--- src/hw/rtl/idhm_pkg.sv ---
package idhm_pkg;

  localparam int unsigned CapW = 12;
  localparam int unsigned IdW = 64;
  localparam int unsigned IxW = 10;
  localparam int unsigned CntW = 11;
  localparam int unsigned ModSteps = 4;
  localparam int unsigned MaxNodes = 1024;
  localparam int unsigned MaxSlots = 2049;
  localparam logic [63:0] FibMul = 64'h9E3779B97F4A7C15;

  typedef enum logic [1:0] {
    REQ_INSERT   = 2'd0,
    REQ_FIND_ID  = 2'd1,
    REQ_FIND_IX  = 2'd2,
    REQ_RESERVED = 2'd3
  } req_e;

  typedef enum logic [1:0] {
    ST_OK   = 2'd0,
    ST_MISS = 2'd1,
    ST_FULL = 2'd2
  } status_e;

  typedef enum logic [1:0] {
    F_IDLE,
    F_MUL,
    F_MOD,
    F_PUSH
  } front_state_e;

  typedef enum logic [2:0] {
    B_CLEAR,
    B_IDLE,
    B_DENSE,
    B_PCHK
  } back_state_e;

  typedef struct packed {
    logic [1:0]      req;
    logic [IdW-1:0]  node_id;
    logic [IxW-1:0]  index_in;
    logic [CapW-1:0] home;
  } job_t;

endpackage

--- src/hw/rtl/idhm_front.sv ---
module idhm_front (
  input  logic                         clk_i,
  input  logic                         rst_ni,
  input  logic [idhm_pkg::CapW-1:0]    cap_i,
  input  logic                         enable_i,
  input  logic                         in_valid_i,
  output logic                         in_ready_o,
  input  logic [1:0]                   req_i,
  input  logic [idhm_pkg::IdW-1:0]     node_id_i,
  input  logic [idhm_pkg::IxW-1:0]     index_in_i,
  output logic                         push_o,
  output idhm_pkg::job_t               job_o,
  input  logic                         full_i
);

  idhm_pkg::front_state_e state_q, state_d;
  logic [1:0]                  req_q;
  logic [idhm_pkg::IdW-1:0]    id_q;
  logic [idhm_pkg::IxW-1:0]    ix_q;
  logic [1:0]                  k_q, k_d;
  logic [63:0]                 acc_q, acc_d;
  logic [63:0]                 div_q, div_d;
  logic [idhm_pkg::CapW-1:0]   rem_q, rem_d;
  logic [3:0]                  step_q, step_d;
  logic                        accept;
  logic                        needs_hash;
  logic [63:0]                 prod;
  logic [15:0]                 chunk;
  logic [idhm_pkg::CapW:0]     r;
  logic [63:0]                 dv;

  assign accept = in_valid_i && in_ready_o;
  assign needs_hash = (req_i == idhm_pkg::REQ_INSERT || req_i == idhm_pkg::REQ_FIND_ID)
                      && (cap_i != '0);
  assign chunk = 16'(idhm_pkg::FibMul >> {k_q, 4'b0000});
  assign prod = id_q * {48'b0, chunk};

  always_comb begin
    r  = {1'b0, rem_q};
    dv = div_q;
    for (int s = 0; s < idhm_pkg::ModSteps; s++) begin
      r  = {r[idhm_pkg::CapW-1:0], dv[63]};
      dv = {dv[62:0], 1'b0};
      if (r >= {1'b0, cap_i}) begin
        r = r - {1'b0, cap_i};
      end
    end
  end

  always_comb begin
    state_d = state_q;
    unique case (state_q)
      idhm_pkg::F_IDLE: begin
        if (accept) begin
          state_d = needs_hash ? idhm_pkg::F_MUL : idhm_pkg::F_PUSH;
        end
      end
      idhm_pkg::F_MUL: begin
        if (k_q == 2'd3) begin
          state_d = idhm_pkg::F_MOD;
        end
      end
      idhm_pkg::F_MOD: begin
        if (step_q == 4'hF) begin
          state_d = idhm_pkg::F_PUSH;
        end
      end
      idhm_pkg::F_PUSH: begin
        if (!full_i) begin
          state_d = idhm_pkg::F_IDLE;
        end
      end
      default: state_d = idhm_pkg::F_IDLE;
    endcase
  end

  always_comb begin
    k_d    = k_q;
    acc_d  = acc_q;
    div_d  = div_q;
    rem_d  = rem_q;
    step_d = step_q;
    in_ready_o = 1'b0;
    push_o = 1'b0;
    unique case (state_q)
      idhm_pkg::F_IDLE: begin
        in_ready_o = enable_i;
        k_d   = '0;
        acc_d = '0;
        rem_d = '0;
      end
      idhm_pkg::F_MUL: begin
        acc_d = acc_q + (prod << {k_q, 4'b0000});
        k_d   = k_q + 2'd1;
        div_d = acc_d;
        step_d = '0;
      end
      idhm_pkg::F_MOD: begin
        div_d  = dv;
        rem_d  = r[idhm_pkg::CapW-1:0];
        step_d = step_q + 4'd1;
      end
      idhm_pkg::F_PUSH: begin
        push_o = !full_i;
      end
      default: ;
    endcase
  end

  assign job_o = '{req: req_q, node_id: id_q, index_in: ix_q, home: rem_q};

  always_ff @(posedge clk_i or negedge rst_ni) begin
    if (!rst_ni) begin
      state_q <= idhm_pkg::F_IDLE;
    end else begin
      state_q <= state_d;
    end
  end

  always_ff @(posedge clk_i) begin
    if (accept) begin
      req_q <= req_i;
      id_q  <= node_id_i;
      ix_q  <= index_in_i;
    end
    k_q    <= k_d;
    acc_q  <= acc_d;
    div_q  <= div_d;
    rem_q  <= rem_d;
    step_q <= step_d;
  end

  a_rem_below_cap: assert property (@(posedge clk_i) disable iff (!rst_ni)
    (state_q == idhm_pkg::F_MOD) |-> (rem_q < cap_i))
    else $error("hash remainder not below slot count");

endmodule

--- config.mk ---
export PLATFORM = sky130hd
export DESIGN_NAME = idhm_front
export DESIGN_NICKNAME = d
export VERILOG_FILES = /design/src/hw/rtl/idhm_pkg.sv /design/src/hw/rtl/idhm_front.sv
export SDC_FILE = /design/constraint.sdc
export NUM_CORES = 2
export LEC_CHECK = 0
export BUFFER_PORTS_ARGS = -buffer_cell sky130_fd_sc_hd__buf_2
export CAP_MARGIN = 20
export CORE_UTILIZATION = 25
export DETAILED_ROUTE_END_ITERATION = 12
export PLACE_DENSITY_LB_ADDON = 0.12
export SLEW_MARGIN = 20
export SYNTH_ARGS = -nofsm -noshare
export SYNTH_HDL_FRONTEND = slang
export SYNTH_SLANG_ARGS = --single-unit
export TNS_END_PERCENT = 5
--- constraint.sdc ---
create_clock -name clk_i -period 13.8 [get_ports clk_i]
set_clock_uncertainty 0.05 [all_clocks]
set_input_delay 2.07 -clock clk_i [delete_from_list [all_inputs] [get_ports clk_i]]
set_output_delay 2.07 -clock clk_i [all_outputs]
set_load 0.1 [all_outputs]
# Word-level counts from Yosys, hierarchy flattened
# Index checks and enable logic that the tools add are counted.
classes:
  reduce_logical: 11
  addsub: 7
  magnitude_cmp: 4
  shift: 2
  n_mul: 1
  eq_ne: 10
  n_mux: 17
op_table:
  columns: ["cell", "count"]
  rows:
  - ["$pmux 64 s2", 2]
  - ["$add 64x64->64", 1]
  - ["$mul 64x16->64", 1]
  - ["$shl 64x6->64", 1]
  - ["$shr 64x6->16 const A", 1]
  - ["$ge 13x12->1", 4]
  - ["$mux 12", 4]
  - ["$sub 12x12->12", 4]
  - ["$pmux 12 s2", 1]
  - ["$reduce_bool 12->1", 1]
  - ["$mux 2", 5]
  - ["$ne 2x2->1 const B", 4]
  - ["$pmux 2 s4", 1]
  - ["$pmux 4 s2", 1]
  - ["$eq 2x2->1 const B", 3]
  - ["$reduce_bool 2->1", 3]
  - ["$add 4x1->4 const B", 1]
  - ["$eq 2x1->1 const B", 2]
  - ["$eq 4x4->1 const B", 1]
  - ["$logic_not 2->1", 2]
  - ["$pmux 2 s2", 1]
  - ["$reduce_and 4->1", 1]
  - ["$add 2x1->2 const B", 1]
  - ["$logic_and 1x1->1", 2]
  - ["other kinds (3)", 4]
word_totals:
  out_inout_bits: 90
  in_bits: 93
  register_bits: 224
  wordCells: 61

# Depth between registers and ports, before layout
logic_depth:
  depth_word: 9
  ltp_mapped: 46

# Worst setup path after synthesis
# OpenSTA, ideal clock, no wires.
synth_path:
  path_type: "register -> register"
  from: "reg k_q[0]"
  to: "reg div_q[51], data pin"
  setup_time_ns: 0.263
  arrival_ns: 10.358
  setup_slack_ns: 3.128
  n_path_buf: 7
  t_required_ns: 13.487
  period_less_slack_ns: 10.672
  path_stages_with_launch: 44
  cell_sequence: "edfxtp_1 -> clkbuf_1 -> inv_1 -> buf_1 -> clkbuf_1 -> ha_1 -> clkbuf_1 -> clkbuf_1 -> clkbuf_1 -> nor2_1 -> inv_1 -> fa_1 -> fa_1 -> inv_1 -> fa_1 -> inv_1 -> fa_1 -> inv_1 -> [8 not listed] -> a21oi_1 -> a311o_1 -> xor2_1 -> a21oi_1 -> o22ai_1 -> ha_1 -> buf_2 -> a21oi_1 -> o211ai_1 -> a41o_1 -> a221o_1 -> a2111oi_2 -> nand2_1 -> a21o_1 -> a21o_1 -> a311oi_1 -> xnor2_1 -> o21ai_1"
synth_between:
  elab_chain_cells: 5
synth_rtl:
  columns: ["element", "line", "source"]
  rows:
  - ["start, declared", "idhm_front.sv:20", "logic [1:0] k_q, k_d;"]
  - ["start signal, assigned", "idhm_front.sv:126", "k_q <= k_d;"]
  - ["$shr 64x6->16", "idhm_front.sv:35", "assign chunk = 16'(idhm_pkg::FibMul >> {k_q, 4'b0000});"]
  - ["$mul 64x16->64", "idhm_front.sv:36", "assign prod = id_q * {48'b0, chunk};"]
  - ["$shl 64x6->64 (*)", "idhm_front.sv:93", "acc_d = acc_q + (prod << {k_q, 4'b0000});"]
  - ["$add 64x64->64 (*)", "idhm_front.sv:93", null]
  - ["$pmux 64 s2 (*)", "idhm_front.sv:85", "unique case (state_q)"]
  - ["net div_d[51]", "idhm_front.sv:22", "logic [63:0] div_q, div_d;"]
  - ["end signal, assigned", "idhm_front.sv:128", "div_q <= div_d;"]
  - ["end, declared", "idhm_front.sv:22", null]
# The timed path passes the listed nets; every way through them passes the cells marked *.
# A chain may end at the register's enable or synchronous reset.

# Worst setup path in the final report
layout_path:
  from: "reg k_q[0]"
  to: "reg acc_q[60], data pin"
layout_between:
  elab_chain_cells: 5
layout_rtl:
  columns: ["element", "line", "source"]
  rows:
  - ["$shr 64x6->16", "idhm_front.sv:35", null]
  - ["$mul 64x16->64", "idhm_front.sv:36", null]
  - ["$shl 64x6->64 (*)", "idhm_front.sv:93", null]
  - ["$add 64x64->64 (*)", "idhm_front.sv:93", null]
  - ["$pmux 64 s2 (*)", "idhm_front.sv:85", null]
  - ["end signal, assigned", "idhm_front.sv:127", "acc_q <= acc_d;"]
  - ["end, declared", "idhm_front.sv:21", "logic [63:0] acc_q, acc_d;"]
# Every way passes the cells marked *; elsewhere a longest branch is shown, timed or not.

==> results.cfg <==
[status]
outcome = finished clean

[clocking]
cts-root-buf = clkbuf_16
cts_buffers = 34
hold_buffers = 0
ctsResizeCount = 0
clockBufferDepth = 3
clk_pin_slew_ns = 0.06
postCtsSetupBuffers = 0
cts_tree = done
clkLatencyLatePin_ns = 0.62
cts_max_level = 2
clock-sinks = 224

[timing]
worst_slack_ns = 2.00
tightest_slew_ns = 1.04
fin_tns_setup_ns = 0
rsz0062_at_grt = false
fmax_mhz = 84.7
finalHoldViolCount = 0
period_share_pct = 85.5
setup_viol = 0
maxSlewHeadroom_pct = 30.6
period_needed_ns = 11.80
slew_violations = 0

[logic_synthesis]
ys_seq_area_share_pct = 16.2
postSynthNetCount = 5583
syn-cell-area_um2 = 41400
synth_top_area_share_pct = 36.0
synth_largest_area_cell = fa_1
ys_async_sr_fraction_pct = 0.893
syn_area_per_cell_um2 = 9.15
ys_warn_count = 0
post_synth_main_area_contributors = fa_1 (36%), edfxtp_1 (16%), inv_1 (9.0%)
netlist_instances = 4522
synth_cell_types = 88
ys_seq_elements = 224
ys.flop_type = edfxtp_1
synth_edf_count = 222

[route]
remaining_drc_errors = 0
drtPass1Iterations = 7
drt-total-wl_mm = 138
num_vias = 30100
via_per_inst = 4.43
ant_nets = 0
routedWlPerCell_um = 20.3
drt_iter0_drc = 1569

[global_route]
grt_max_degree = 95
grt_use_met1_pct = 23.9
track_usage_pct = 16.7
grt_overflow_total = 0
antenna_found_initial = 1
grt_first_pass_wirelength_mm = 211
busiest_layer = met2
globalRouteMet2Util_pct = 27.3
grt_pass1_vias = 32500
use_met3_pct = 1.65

[hold_path]
hold_class = register to register

[floorplan]
rows = 148
dieArea_um2 = 167000
initial_core_util_pct = 25.3
core_area_um2 = 164000
io_pins = 183
fp.dieW_um = 409
chipHeight_um = 409

[layout]
regArea_um2 = 6720
multi_input_area_um2 = 30200
nets = 5647
drive_above_1_share_pct = 7.22
syn2layout_area_growth_pct = 10.5
n_fill_cell = 17700

[placement]
globalplace.congestion = 0.842
dp_hpwl_mm = 114
dp_slack_ns = 1.73
io_buffers = 182

[critical_path]
cpPeakStageDelay_ns = 0.61
end_kind = register
arrival_ns = 12.12
crit_slowest_cell = fa_1
crit_top_cell = fa_1
path_class = register to register
cp.required_ns = 14.12
cp_max_fo = 60
worstSetupStartpointType = register

[flow_run]
cap_viol_max_count = 0
-- cell usage in the layout, fill, tap and decap left out, drive strengths merged, types with 13 or more instances in the layout --
cell type and n:
a211oi 19, a21o 80, a21oi 185, a31oi 18, and2 148, and3 18
buf 215, clkbuf 42, clkinv 17, edfxtp 222, fa 744, ha 224
inv 994, mux2 28, mux2i 30, nand2 395, nand2b 123, nand3 44
nand4 39, nor2 311, nor2b 83, nor3 25, o211ai 23, o21a 18
o21ai 174, o21bai 29, o22ai 13, o31ai 14, xnor2 135, xor2 58
-- cell usage after synthesis, types with 8 or more instances --
cell type,instances
nand2b_1,123
nand4_1,38
a21o_1,80
buf_1,16
nor4_1,8
or3_1,9
maj3_1,10
xnor2_1,135
nor3_1,25
o21ai_1,15
nor2_1,310
a21oi_1,184
fa_1,744
buf_2,12
o22ai_1,13
and3_1,18
a31oi_1,17
a211oi_1,17
nand2_1,395
xor2_1,58
ha_1,224
mux2_2,25
o211ai_1,22
inv_1,991
o31ai_1,12
o21a_1,18
nor2b_1,83
a221oi_1,8
mux2i_1,30
edfxtp_1,222
o21ai_0,159
o21bai_1,29
clkbuf_1,158
and2_1,147
nand3_1,44
-- routing by layer --
layer / vias up / share of wire, %
li1: 14300 / -
met1: 15300 / 48
met2: 417 / 47
met3: 87 / 3.1
met4: 0 / 1.6
met5: - / 0
-- final cells by class --
| class | count | share of cell area, % |
|---|---|---|
| Multi-Input combinational cell | 3113 | 66.1 |
| Sequential cell | 224 | 14.7 |
| Inverter | 998 | 8.20 |
| Tap cell | 2175 | 5.95 |
| Timing Repair Buffer | 215 | 2.56 |
| Clock buffer | 42 | 1.93 |
| Clock inverter | 20 | 0.547 |
| Antenna cell | 3 | 0.0164 |
-- critical path: cells and delay by family, from the launching register on --
kind / cells / cell delay (ns)
XOR/XNOR: 1 / 0.43
buffers and inverters: 7 / 1.45
multiplexers: 2 / 0.70
flip-flops: 1 / 0.43
AO/OA/AOI/OAI: 11 / 3.01
adder cells (fa/ha/maj): 9 / 4.56
AND/OR/NAND/NOR: 5 / 0.81
-- sequential cells by signal, indices dropped and copies added (netlist names) --
| name | cells |
|---|---|
| acc_q | 64 |
| div_q | 64 |
| id_q | 64 |
| ix_q | 10 |
| k_q | 2 |
| rem_q | 12 |
| req_q | 2 |
| state_q | 2 |
| step_q | 4 |
-- per-stage QoR --
step           utilization (%)  cell area (um2)  std cells  hold slack (ns)
6_report                  28.0            45700       6790            0.472
5_1_grt                   28.0            45700       6787            0.504
4_1_cts                   28.0            45700       6787            0.479
3_5_place_dp              27.3            44600       6725            0.461
3_3_place_gp              27.3            44600       6725            0.457
2_1_floorplan                -            41400       4522            0.450
-- kinds of logic (layout without fill, tap and decap cells) --
family / Yosys count / after routing / synth area share, %
flip-flops: 224 / 224 / 16.2
XOR/XNOR: 194 / 194 / 4.14
AO/OA/AOI/OAI: 657 / 657 / 10.1
adder cells (fa/ha/maj): 978 / 978 / 43.0
multiplexers: 58 / 58 / 1.50
buffers and inverters: 1185 / 1275 / 10.8
other: 0 / 3 / 0
AND/OR/NAND/NOR: 1226 / 1226 / 14.2
-- path summary, 6_finish.rpt --
check,slack [ns],end,cells past startpoint,start
setup / recovery,2.00,acc_q[60],35,k_q[0]
hold / removal,0.47,div_q[27],2,div_q[23]
setup reg to reg,2.00,acc_q[60],35,k_q[0]
hold reg to reg,0.47,div_q[27],2,div_q[23]
max in group asynchronous,12.40,state_q[1],1,rst_ni
min in group asynchronous,1.20,state_q[0],1,rst_ni
Power is left out: the tool's default activity adds up to more than one toggle a clock period on the data nets, which glitch-free logic cannot reach.
