`src/hw/rtl/idhm_pkg.sv`:
```
package idhm_pkg;

  localparam int unsigned CapW = 12;
  localparam int unsigned IdW = 64;
  localparam int unsigned IxW = 10;
  localparam int unsigned CntW = 11;
  localparam int unsigned ModSteps = 4;
  localparam int unsigned MaxNodes = 1024;
  localparam int unsigned MaxSlots = 2049;
  localparam logic [63:0] FibMul = 64'h9E3779B97F4A7C15;

  typedef enum logic [1:0] {
    REQ_INSERT   = 2'd0,
    REQ_FIND_ID  = 2'd1,
    REQ_FIND_IX  = 2'd2,
    REQ_RESERVED = 2'd3
  } req_e;

  typedef enum logic [1:0] {
    ST_OK   = 2'd0,
    ST_MISS = 2'd1,
    ST_FULL = 2'd2
  } status_e;

  typedef enum logic [1:0] {
    F_IDLE,
    F_MUL,
    F_MOD,
    F_PUSH
  } front_state_e;

  typedef enum logic [2:0] {
    B_CLEAR,
    B_IDLE,
    B_DENSE,
    B_PCHK
  } back_state_e;

  typedef struct packed {
    logic [1:0]      req;
    logic [IdW-1:0]  node_id;
    logic [IxW-1:0]  index_in;
    logic [CapW-1:0] home;
  } job_t;

endpackage

```
`src/hw/rtl/idhm_queue.sv`:
```
module idhm_queue (
  input  logic           clk_i,
  input  logic           rst_ni,
  input  logic           push_i,
  input  idhm_pkg::job_t push_data_i,
  output logic           full_o,
  input  logic           pop_i,
  output logic           valid_o,
  output idhm_pkg::job_t pop_data_o
);

  idhm_pkg::job_t mem_q [2];
  logic       wr_ptr_q, rd_ptr_q;
  logic [1:0] cnt_q;

  assign full_o     = (cnt_q == 2'd2);
  assign valid_o    = (cnt_q != 2'd0);
  assign pop_data_o = mem_q[rd_ptr_q];

  always_ff @(posedge clk_i or negedge rst_ni) begin
    if (!rst_ni) begin
      wr_ptr_q <= 1'b0;
      rd_ptr_q <= 1'b0;
      cnt_q    <= '0;
    end else begin
      if (push_i) begin
        wr_ptr_q <= !wr_ptr_q;
      end
      if (pop_i) begin
        rd_ptr_q <= !rd_ptr_q;
      end
      cnt_q <= cnt_q + {1'b0, push_i} - {1'b0, pop_i};
    end
  end

  always_ff @(posedge clk_i) begin
    if (push_i) begin
      mem_q[wr_ptr_q] <= push_data_i;
    end
  end

  a_no_overflow: assert property (@(posedge clk_i) disable iff (!rst_ni)
    (push_i |-> !full_o) and (pop_i |-> valid_o))
    else $error("queue overflow or underflow");

endmodule

```
`config.mk`:
```
export PLATFORM = sky130hd
export DESIGN_NAME = idhm_queue
export DESIGN_NICKNAME = d
export VERILOG_FILES = /design/src/hw/rtl/idhm_pkg.sv /design/src/hw/rtl/idhm_queue.sv
export SDC_FILE = /design/constraint.sdc
export NUM_CORES = 1
export LEC_CHECK = 0
export ABC_CLOCK_PERIOD_IN_PS = 4600
export BUFFER_PORTS_ARGS = -buffer_cell sky130_fd_sc_hd__buf_2
export CAP_MARGIN = 20
export CORE_AREA = 8 8 138 140
export DETAILED_ROUTE_END_ITERATION = 10
export DIE_AREA = 0 0 146 148
export PLACE_DENSITY = 0.65
export SYNTH_ARGS = -nofsm -noshare
export SYNTH_HDL_FRONTEND = slang
export SYNTH_SLANG_ARGS = --single-unit
```
`constraint.sdc`:
```
create_clock -name clk_i -period 4.6 [get_ports clk_i]
set_clock_uncertainty 0.1 [all_clocks]
set_input_delay 0 -clock clk_i [delete_from_list [all_inputs] [get_ports clk_i]]
set_output_delay 0 -clock clk_i [all_outputs]
set_load 0.1 [all_outputs]
```
After elaboration in Yosys (flattened, before gate mapping)

Memory sizes are Yosys's and may differ from the RTL's.
Cells that the tools add are included.

Memories kept: 1
Word-level logic and storage cells: 12
Bits in registers: 4
Bits in writable memories: 176
Bits of input ports: 92
Output and inout bits: 90

Memory list:

| name  | words | bits a word | rd ports | clocked after memory_dff | write ports | RTL line         | RTL |
|---|---|---|---|---|---|---|---|
| mem_q | 2     | 88          | 1        | 0                        | 1           | idhm_queue.sv:12 | `idhm_pkg::job_t mem_q [2];` |

Equality and inequality tests: 1
Reduce and logical (&&, ||, !) cells: 3
Add/subtract/negate cells: 2
Muxes and demuxes: 2

Operators by type and width:

| cell                                       | number |
|---|---|
| adder 2 x 1 -> 2 bit                       | 1 |
| equality test 2 bit, second input constant | 1 |
| logical NOT 1 bit                          | 2 |
| 2-to-1 mux 1 bit                           | 2 |
| nonzero test 2 bit                         | 1 |
| subtractor 2 x 1 -> 2 bit                  | 1 |

Logic depth before layout (Yosys ltp)

Gate-level depths: netlist of the first run.

Depth in word-level cells: 2
Mapped depth: 5
Mapped depth without buffers: 5

Worst setup path before layout of the first run

Ideal clock, no wire load.

Kind: register to register
From: reg wr_ptr_q
To: mem mem_q[0][0] (netlist bit), enable pin
Arrival time: 4.301 ns
Stages on the path, launching flop included: 2
Setup time: 0.546 ns
Path buffers: 0
Slack: -0.347 ns
Required time: 3.954 ns
Clock period less this slack: 4.947 ns
Cell sequence: dfrtp_1 nor2b_1

RTL lines:

| element                | RTL line         | RTL |
|---|---|---|
| from (decl)            | idhm_queue.sv:13 | `logic wr_ptr_q, rd_ptr_q;` |
| from (signal assigned) | idhm_queue.sv:27 | `wr_ptr_q <= !wr_ptr_q;` |
| to (decl)              | idhm_queue.sv:12 |  |

No word-level cell before the write port.

==> results of run 1 <==
-- area by class of cell --
| class | count | area, um^2 |
|---|---|---|
| clock buffers | 18 | 429.2 |
| flip-flops and latches | 180 | 5389 |
| fillers | 1346 | 7681 |
| clock inverters | 14 | 161.4 |
| multi-input cells | 97 | 1130 |
| inverters | 2 | 7.507 |
| repair buffers | 277 | 1857 |
| well taps | 225 | 281.5 |
-- path summary, 6_finish.rpt --
path	to	slack [ns]	depth (start not counted)
max	pop_data_o[7]	1.87	3
min	mem_q[0][33]	0.21	2
max reg2reg	mem_q[1][79]	2.47	2
min reg2reg	wr_ptr_q	0.45	1
max in group asynchronous	rd_ptr_q	3.81	3
min in group asynchronous	cnt_q[1]	0.40	3
-- per-stage QoR --
stage	utilization	worst slack [ns]	hold WS, ns	instance area (um^2)
4_1_cts	0.5465	1.785	0.1765	9255
3_5_place_dp	0.4572	2.267	-0.2901	7744
3_3_place_gp	0.4572	2.339	-0.2924	7744
5_1_grt	0.5465	1.709	0.1822	9255
6_report	0.5465	1.866	0.2100	9255
2_1_floorplan	-	1.368	-0.3956	6584
-- sequential cells by signal (all words and copies together) (netlist names) --
signal and flops:
mem_q 176, rd_ptr_q 1, wr_ptr_q 1, cnt_q 2
-- cells in the mapped netlist (all sizes together) --
library cell and n:
and2 1, buf 10, dfrtp 4, edfxtp 176, ha 2, inv 2
mux2 88, nor2b 2, or2 1, xor2 2, xor3 1
-- logic make-up (layout without fill, tap and decap cells) --
logic type	count (synthesis)	count (layout)	share of synthesized area
buffers and inverters	12	311	0.01160
xor gates and xnor gates	3	3	0.006274
adders and majority gates	2	2	0.003802
and+or+nand+nor	4	4	0.003803
DFF	180	180	0.8183
muxes	88	88	0.1563
-- routing by layer --
layer | routed length [um] | up-vias
li1 | - | 1720
met1 | 5220 | 1805
met2 | 7188 | 123
met3 | 1048 | 8
met4 | 117 | 0
met5 | 0 | -
-- worst max-delay path: cells and delay by family, from the launching register on --
family	cells	cell delay, ns
buf+inv	2	0.87
flops	1	0.93
mux	1	0.41
-- repair_timing --
action	4_1_cts	5_1_grt
buffers inserted	0	0
hold buffers	92	0
endpoints found under the hold margin	184	0
gates resized for setup	0	0
==> metrics.yaml, run 1 <==
die:
  rows: 48
  initial_core_util: 0.3886
  die_h_um: 148
  die_w_um: 146
  ioPinCount: 182
  die-area_um2: 21610
  core_area_um2: 16940
routing:
  drc_errors: 0
  firstDrtPassIters: 4
  drtAntennaViolNets: 0
  wirelength_um: 13580
  vias: 3656
  drt_iter0_drc: 149
  vias_per_cell: 4.497
  drt-wirelength-per-cell_um: 16.70
setup_path:
  crit_type: "register to output port"
  max_stage_delay_ns: 0.93
  path_cells: "buf_4 > mux2_2 > buf_2"
  cp-end-kind: "output port"
  worstSetupStartpointType: "register"
  startpoint: "rd_ptr_q"
  timing.rr.start: "wr_ptr_q"
  worstPathRequired_ns: 4.50
  cp_slowest_cell: "dfrtp_4"
  critPathMaxFanout: 56
  arrival_ns: 2.63
sta:
  clock.fmax_mhz: 365.8
  tightest_slew_ns: 0.7921
  rsz0062_at_grt: "no"
  finalWorstPathRequiredPeriod_ns: 2.734
  slew_headroom: 0.4719
  final-max-slew-violation-count: 0
  fin_crit_sh: 0.5944
  final-hold-violation-count: 0
  fin_setup_tns_ns: 0
  setup_viol_count_final: 0
global_route:
  overflow: 0
  grt_pass1_wl_um: 21470
  antenna_found_initial: 0
  grt.busiest_layer: "met2"
  grtUsageMet1: 0.1310
  grt_max_degree: 57
  met3_usage: 0.05717
  met2_usage: 0.2286
  grt_use_total: 0.1276
  grt_pass1_vias: 4183
finish:
  mostFrequentLayoutCell: "buf_2"
  n_antenna_cell: 0
  final_cell_mix: "buf_2, edfxtp_1, dlygate4sd3_1"
  drive_gt1_frac: 0.5187
  nets: 669
  area_growth_pct: 40.63
  final_cell_count_no_fill: 813
synth:
  synthTopCellsByArea: "edfxtp_1, mux2_2, mux2_4"
  syn_nets: 383
  synth_area_um2: 6581
  synth_top_cell_area_share: 0.8030
  synth.distinct_cells: 13
  yosys_warnings: 0
  synth_area_per_cell_um2: 22.77
  ys_ff_latch: 180
  synth_cells: 289
  synth_top_cell_by_area: "edfxtp_1"
  ys_seq_area_frac: 0.8183
clock_network:
  cts_tree: "done"
  clock_latency_ns: 0.41
  cts-root-buf: "clkbuf_16"
  cts.sinks: 180
  cts_buffers: 17
  clk_path_buf_depth: 2
  clk_pin_slew_ns: 0.06
  h-tree-depth: 4
status:
  outcome: "finished clean"
hold_path:
  hold_path.startpoint: "push_data_i[33]"
  hp-class: "input port to register"
placement:
  gp_congestion: 0.6908
  hpwl_um: 8556
  dp_cells: 689
  numPortBuffers: 181
run:
  cap_violations: 0
Power of run 1 is left out: the tool's default activity adds up to more than one toggle a clock period on the data nets, which glitch-free logic cannot reach.
==> inputs of run 2 (changes only) <==
ABC_CLOCK_PERIOD_IN_PS = 2470   (was 4600)
clock period = 2.47 ns   (was 4.6 ns; I/O delays follow)
==> metrics.yaml, run 2 (same netlist as run 1, synthesis figures left out) <==
status:
  outcome: "finished clean"
setup_path:
  worstPathRequired_ns: 2.37  # -2.13 ns
  worstSetupStartpointType: "register"
  arrival_ns: 1.98  # -0.65 ns
  critPathMaxFanout: 36  # -36%
  startpoint: "rd_ptr_q"
  cp-end-kind: "output port"
  crit_type: "register to output port"
  timing.rr.start: "wr_ptr_q"
die:
  core_area_um2: 16940  # unchanged
  die-area_um2: 21610  # unchanged
  initial_core_util: 0.3886  # unchanged
  rows: 48  # unchanged
  die_h_um: 148  # unchanged
  ioPinCount: 182  # unchanged
  die_w_um: 146  # unchanged
sta:
  fin_crit_sh: 0.8429
  fin_setup_tns_ns: 0  # unchanged
  clock.fmax_mhz: 480.3
  finalWorstPathRequiredPeriod_ns: 2.082
  setup_viol_count_final: 0  # unchanged
  final-max-slew-violation-count: 0  # unchanged
  slew_headroom: 0.5940  # +0.1220
  rsz0062_at_grt: "no"
  tightest_slew_ns: 0.6091  # -0.1831 ns
  final-hold-violation-count: 0  # unchanged
clock_network:
  clk_path_buf_depth: 2  # unchanged
  h-tree-depth: 4  # unchanged
  clock_latency_ns: 0.41  # about the same
  cts_tree: "done"
  cts.sinks: 180  # unchanged
  ctsResizeCount: 0  # unchanged
  cts_buffers: 17  # unchanged
  cts-root-buf: "clkbuf_16"
  clk_pin_slew_ns: 0.06  # about the same
finish:
  regMostFlops: "mem_q"
  fillers: 1346  # unchanged
  largest_register_ffs: 176  # unchanged
  top_regs: "mem_q: 176 flops, cnt_q: 2 flops"
  final_area_um2: 9251  # about the same
  nets: 672  # +0.45%
  final_util: 0.5462  # about the same
  drive_gt1_frac: 0.5127  # -0.006017
  final_cell_mix: "buf_2, edfxtp_1, dlygate4sd3_1"
  mostFrequentLayoutCell: "buf_2"
  area_growth_pct: 40.57  # about the same
  multi_input_area_um2: 1130  # unchanged
  regArea_um2: 5389  # unchanged
  n_antenna_cell: 0  # unchanged
routing:
  firstDrtPassIters: 4  # unchanged
  vias: 3628  # -0.77%
  wirelength_um: 13940  # +2.7%
  vias_per_cell: 4.446  # -1.1%
  drc_errors: 0  # unchanged
  drt_iter0_drc: 110  # -26%
  drtAntennaViolNets: 0  # unchanged
  drt-wirelength-per-cell_um: 17.09  # +2.3%
global_route:
  overflow: 0  # unchanged
  antenna_found_initial: 0  # unchanged
  grt_use_total: 0.1307  # +0.003100
  grt_max_degree: 53  # -7.0%
  grt_pass1_vias: 4284  # +2.4%
  grt_pass1_wl_um: 21750  # +1.3%
run:
  cap_violations: 0  # unchanged
placement:
  hpwl_um: 8904  # +4.1%
  numPortBuffers: 181  # unchanged
  gp_congestion: 0.6933  # +0.36%
  postPlaceCellArea_um2: 7791  # +0.61%
hold_path:
  hold_path.startpoint: "push_data_i[53]"
  hp-class: "input port to register"
-- run 2: final timing paths --
path	end	slack, ns	cells past startpoint
setup / recovery	pop_data_o[56]	0.39	3
hold / removal	mem_q[1][53]	0.21	2
setup reg to reg	mem_q[1][28]	0.83	2
hold reg to reg	wr_ptr_q	0.46	1
max in group asynchronous	rd_ptr_q	1.63	3
min in group asynchronous	cnt_q[0]	0.41	3
-- run 2: timing repair --
item / in CTS / in global routing
hold buffers: 92 / 0
buffers inserted: 0 / 0
hold endpoints to repair: 184 / 0
-- run 2: per-stage QoR --
| step | setup WS (ns) | hold WS [ns] | instances |
|---|---|---|---|
| floorplan | 0.2173 | -0.3956 | 289 |
| global placement | 0.8131 | -0.2861 | 692 |
| detailed placement | 0.8004 | -0.2781 | 692 |
| CTS | 0.3465 | 0.1824 | 816 |
| global route | 0.2745 | 0.1856 | 816 |
| finish | 0.3881 | 0.2096 | 816 |
-- run 2: final cells by class --
type                    count  share of cell area
flip-flops and latches    180              0.5825
repair buffers            280              0.2058
multi-input cells          97              0.1221
clock buffers              28             0.05261
well taps                 225             0.03043
clock inverters             4            0.005680
inverters                   2           0.0008115
-- run 2: layer usage --
layer  GRT usage  part of all wire
met1      0.1294              0.38
met2      0.2444              0.55
met3     0.05503             0.065
met4     0.03812            0.0079
met5           0                 0
-- run 2: critical path, cell delays in order (launching register included) --
cell,delay [ns]
dfrtp_4,0.43
buf_4,0.41
mux2_2,0.40
buf_2,0.30
Power of run 2 is left out for the same reason.
==> inputs of run 3 (changes only) <==
ABC_CLOCK_PERIOD_IN_PS = 1800   (was 2470)
clock period = 1.8 ns   (was 2.47 ns; I/O delays follow)
==> metrics.yaml, run 3 (same netlist as run 1, synthesis figures left out) <==
status:
  outcome: "complete, but fails checks"
  violations: "negative setup slack"
placement:
  gp_congestion: 0.6937  # about the same
  dp_cells: 693  # +0.14%
  hpwl_um: 8984  # +0.89%
  numPortBuffers: 181  # unchanged
finish:
  mostFrequentLayoutCell: "edfxtp_1"
  drive_gt1_frac: 0.5217  # +0.008976
  final_cell_count_no_fill: 825  # +1.1%
  fillers: 1242  # -7.7%
  nets: 681  # +1.3%
  regArea_um2: 5389  # unchanged
  largest_register_ffs: 176  # unchanged
  regMostFlops: "mem_q"
  multi_input_area_um2: 1147  # +1.6%
  area_growth_pct: 55.80
  n_antenna_cell: 0  # unchanged
  final_cell_mix: "edfxtp_1, buf_2, dlygate4sd3_1"
  top_regs: "mem_q: 176 flops, cnt_q: 2 flops"
clock_network:
  clk_pin_slew_ns: 0.06  # about the same
  h-tree-depth: 4  # unchanged
  cts_buffers: 17  # unchanged
  cts_tree: "done"
  clock_latency_ns: 0.41  # about the same
  clk_path_buf_depth: 2  # unchanged
  cts-root-buf: "clkbuf_16"
  cts.sinks: 180  # unchanged
routing:
  drc_errors: 0  # unchanged
  vias_per_cell: 4.542  # +2.2%
  firstDrtPassIters: 4  # unchanged
  vias: 3747  # +3.3%
  drtAntennaViolNets: 0  # unchanged
  drt-wirelength-per-cell_um: 18.38  # +7.5%
  wirelength_um: 15160  # +8.7%
  drt_iter0_drc: 120  # +9.1%
setup_path:
  cp_slowest_cell: "dfrtp_4"
  worstPathRequired_ns: 1.70  # -0.67 ns
  worstRegToRegCells: 5  # +3
  cp-end-kind: "output port"
  crit_type: "register to output port"
  critPathMaxFanout: 10  # -72%
  arrival_ns: 1.75  # -0.23 ns
  path_cells: "buf_12 > clkbuf_16 > mux2_2 > buf_6"
  worstSetupStartpointType: "register"
  max_stage_delay_ns: 0.50  # +0.07 ns
sta:
  setup_viol_count_final: 77  # +77
  finalWorstPathRequiredPeriod_ns: 1.845
  clock.fmax_mhz: 542.0
  fin_setup_tns_ns: -2.051  # -2.051 ns
  setup_slack_ns: -0.04501  # -0.4331 ns
  final-hold-violation-count: 0  # unchanged
  fin_crit_sh: 1.025
  slew_headroom: 0.6731  # +0.07915
  final-max-slew-violation-count: 0  # unchanged
  tightest_slew_ns: 0.4937  # -0.1153 ns
  rsz0062_at_grt: "yes"
die:
  rows: 48  # unchanged
  die-area_um2: 21610  # unchanged
  initial_core_util: 0.3886  # unchanged
  ioPinCount: 182  # unchanged
  core_area_um2: 16940  # unchanged
  die_w_um: 146  # unchanged
  die_h_um: 148  # unchanged
global_route:
  grt_pass1_vias: 4202  # -1.9%
  grt_use_total: 0.1319  # +0.001207
  grt_pass1_wl_um: 21900  # +0.70%
  grt_max_degree: 69  # +30%
  antenna_found_initial: 0  # unchanged
  overflow: 0  # unchanged
run:
  cap_violations: 0  # unchanged
hold_path:
  worstHoldPathCells: 2  # unchanged
  hp-class: "input port to register"
[run 3: cell count changes in the layout (fill, tap and decap cells not counted)]
cell	previous run	this run
mux2_2	78	74
buf_8	0	1
buf_16	0	1
clkbuf_16	17	21
nor2b_1	1	0
mux2_4	10	14
buf_4	5	4
nor2b_2	0	1
clkbuf_8	2	1
buf_12	2	32
buf_2	181	93
buf_6	0	62
clkinv_2	0	1
[run 3: layout make-up]
type / instances / area share
clock inverter: 5 / 0.005613
tap: 225 / 0.02746
timing repair buffer: 289 / 0.2826
inverter: 2 / 0.0007322
multi-input combinational: 97 / 0.1119
clock buffer: 27 / 0.04613
sequential: 180 / 0.5256
[run 3: timing repair]
item,4_1_cts,5_1_grt
setup endpoints to repair,74,70
resized for setup,135,13
hold buffers,92,0
setup buffers,0,2
endpoints found under the hold margin,184,0
gates cloned,0,6
[run 3: critical path, delay by kind of cell, from the launching register on]
kind	cells	cell delay, ns
buffers and inverters	3	0.52
flip-flops	1	0.50
multiplexers	1	0.30
[run 3: worst paths after layout]
path / startpoint / to / slack, ns
min in group asynchronous: rst_ni / wr_ptr_q / 0.41
worst min-delay path: push_data_i[47] / mem_q[0][47] / 0.20
worst max-delay path: rd_ptr_q / pop_data_o[64] / -0.05
worst min register to register: wr_ptr_q / wr_ptr_q / 0.48
max in group asynchronous: rst_ni / rd_ptr_q / 1.00
worst max register to register: cnt_q[0] / cnt_q[1] / 0.31
[run 3: through the flow]
stage               hold WS (ns)  instance area (um^2)  utilization  setup WS [ns]
floorplan                -0.3956                  6593            -        -0.4527
global placement         -0.2893                  8169       0.4823         0.3115
detailed placement       -0.2896                  8169       0.4823         0.3047
CTS                       0.1729                 10050       0.5933       -0.04927
global route              0.1829                 10250       0.6054       -0.09442
finish                    0.1977                 10250       0.6054       -0.04501
[run 3: per-layer routing]
layer  vias to the layer above  part of all wire  track usage
met4                         0             0.017      0.05152
met2                       116              0.54       0.2377
met5                         -                 0            0
met3                        16             0.065      0.05533
li1                       1748                 -            -
met1                      1867              0.38       0.1334
Power of run 3 is left out for the same reason.
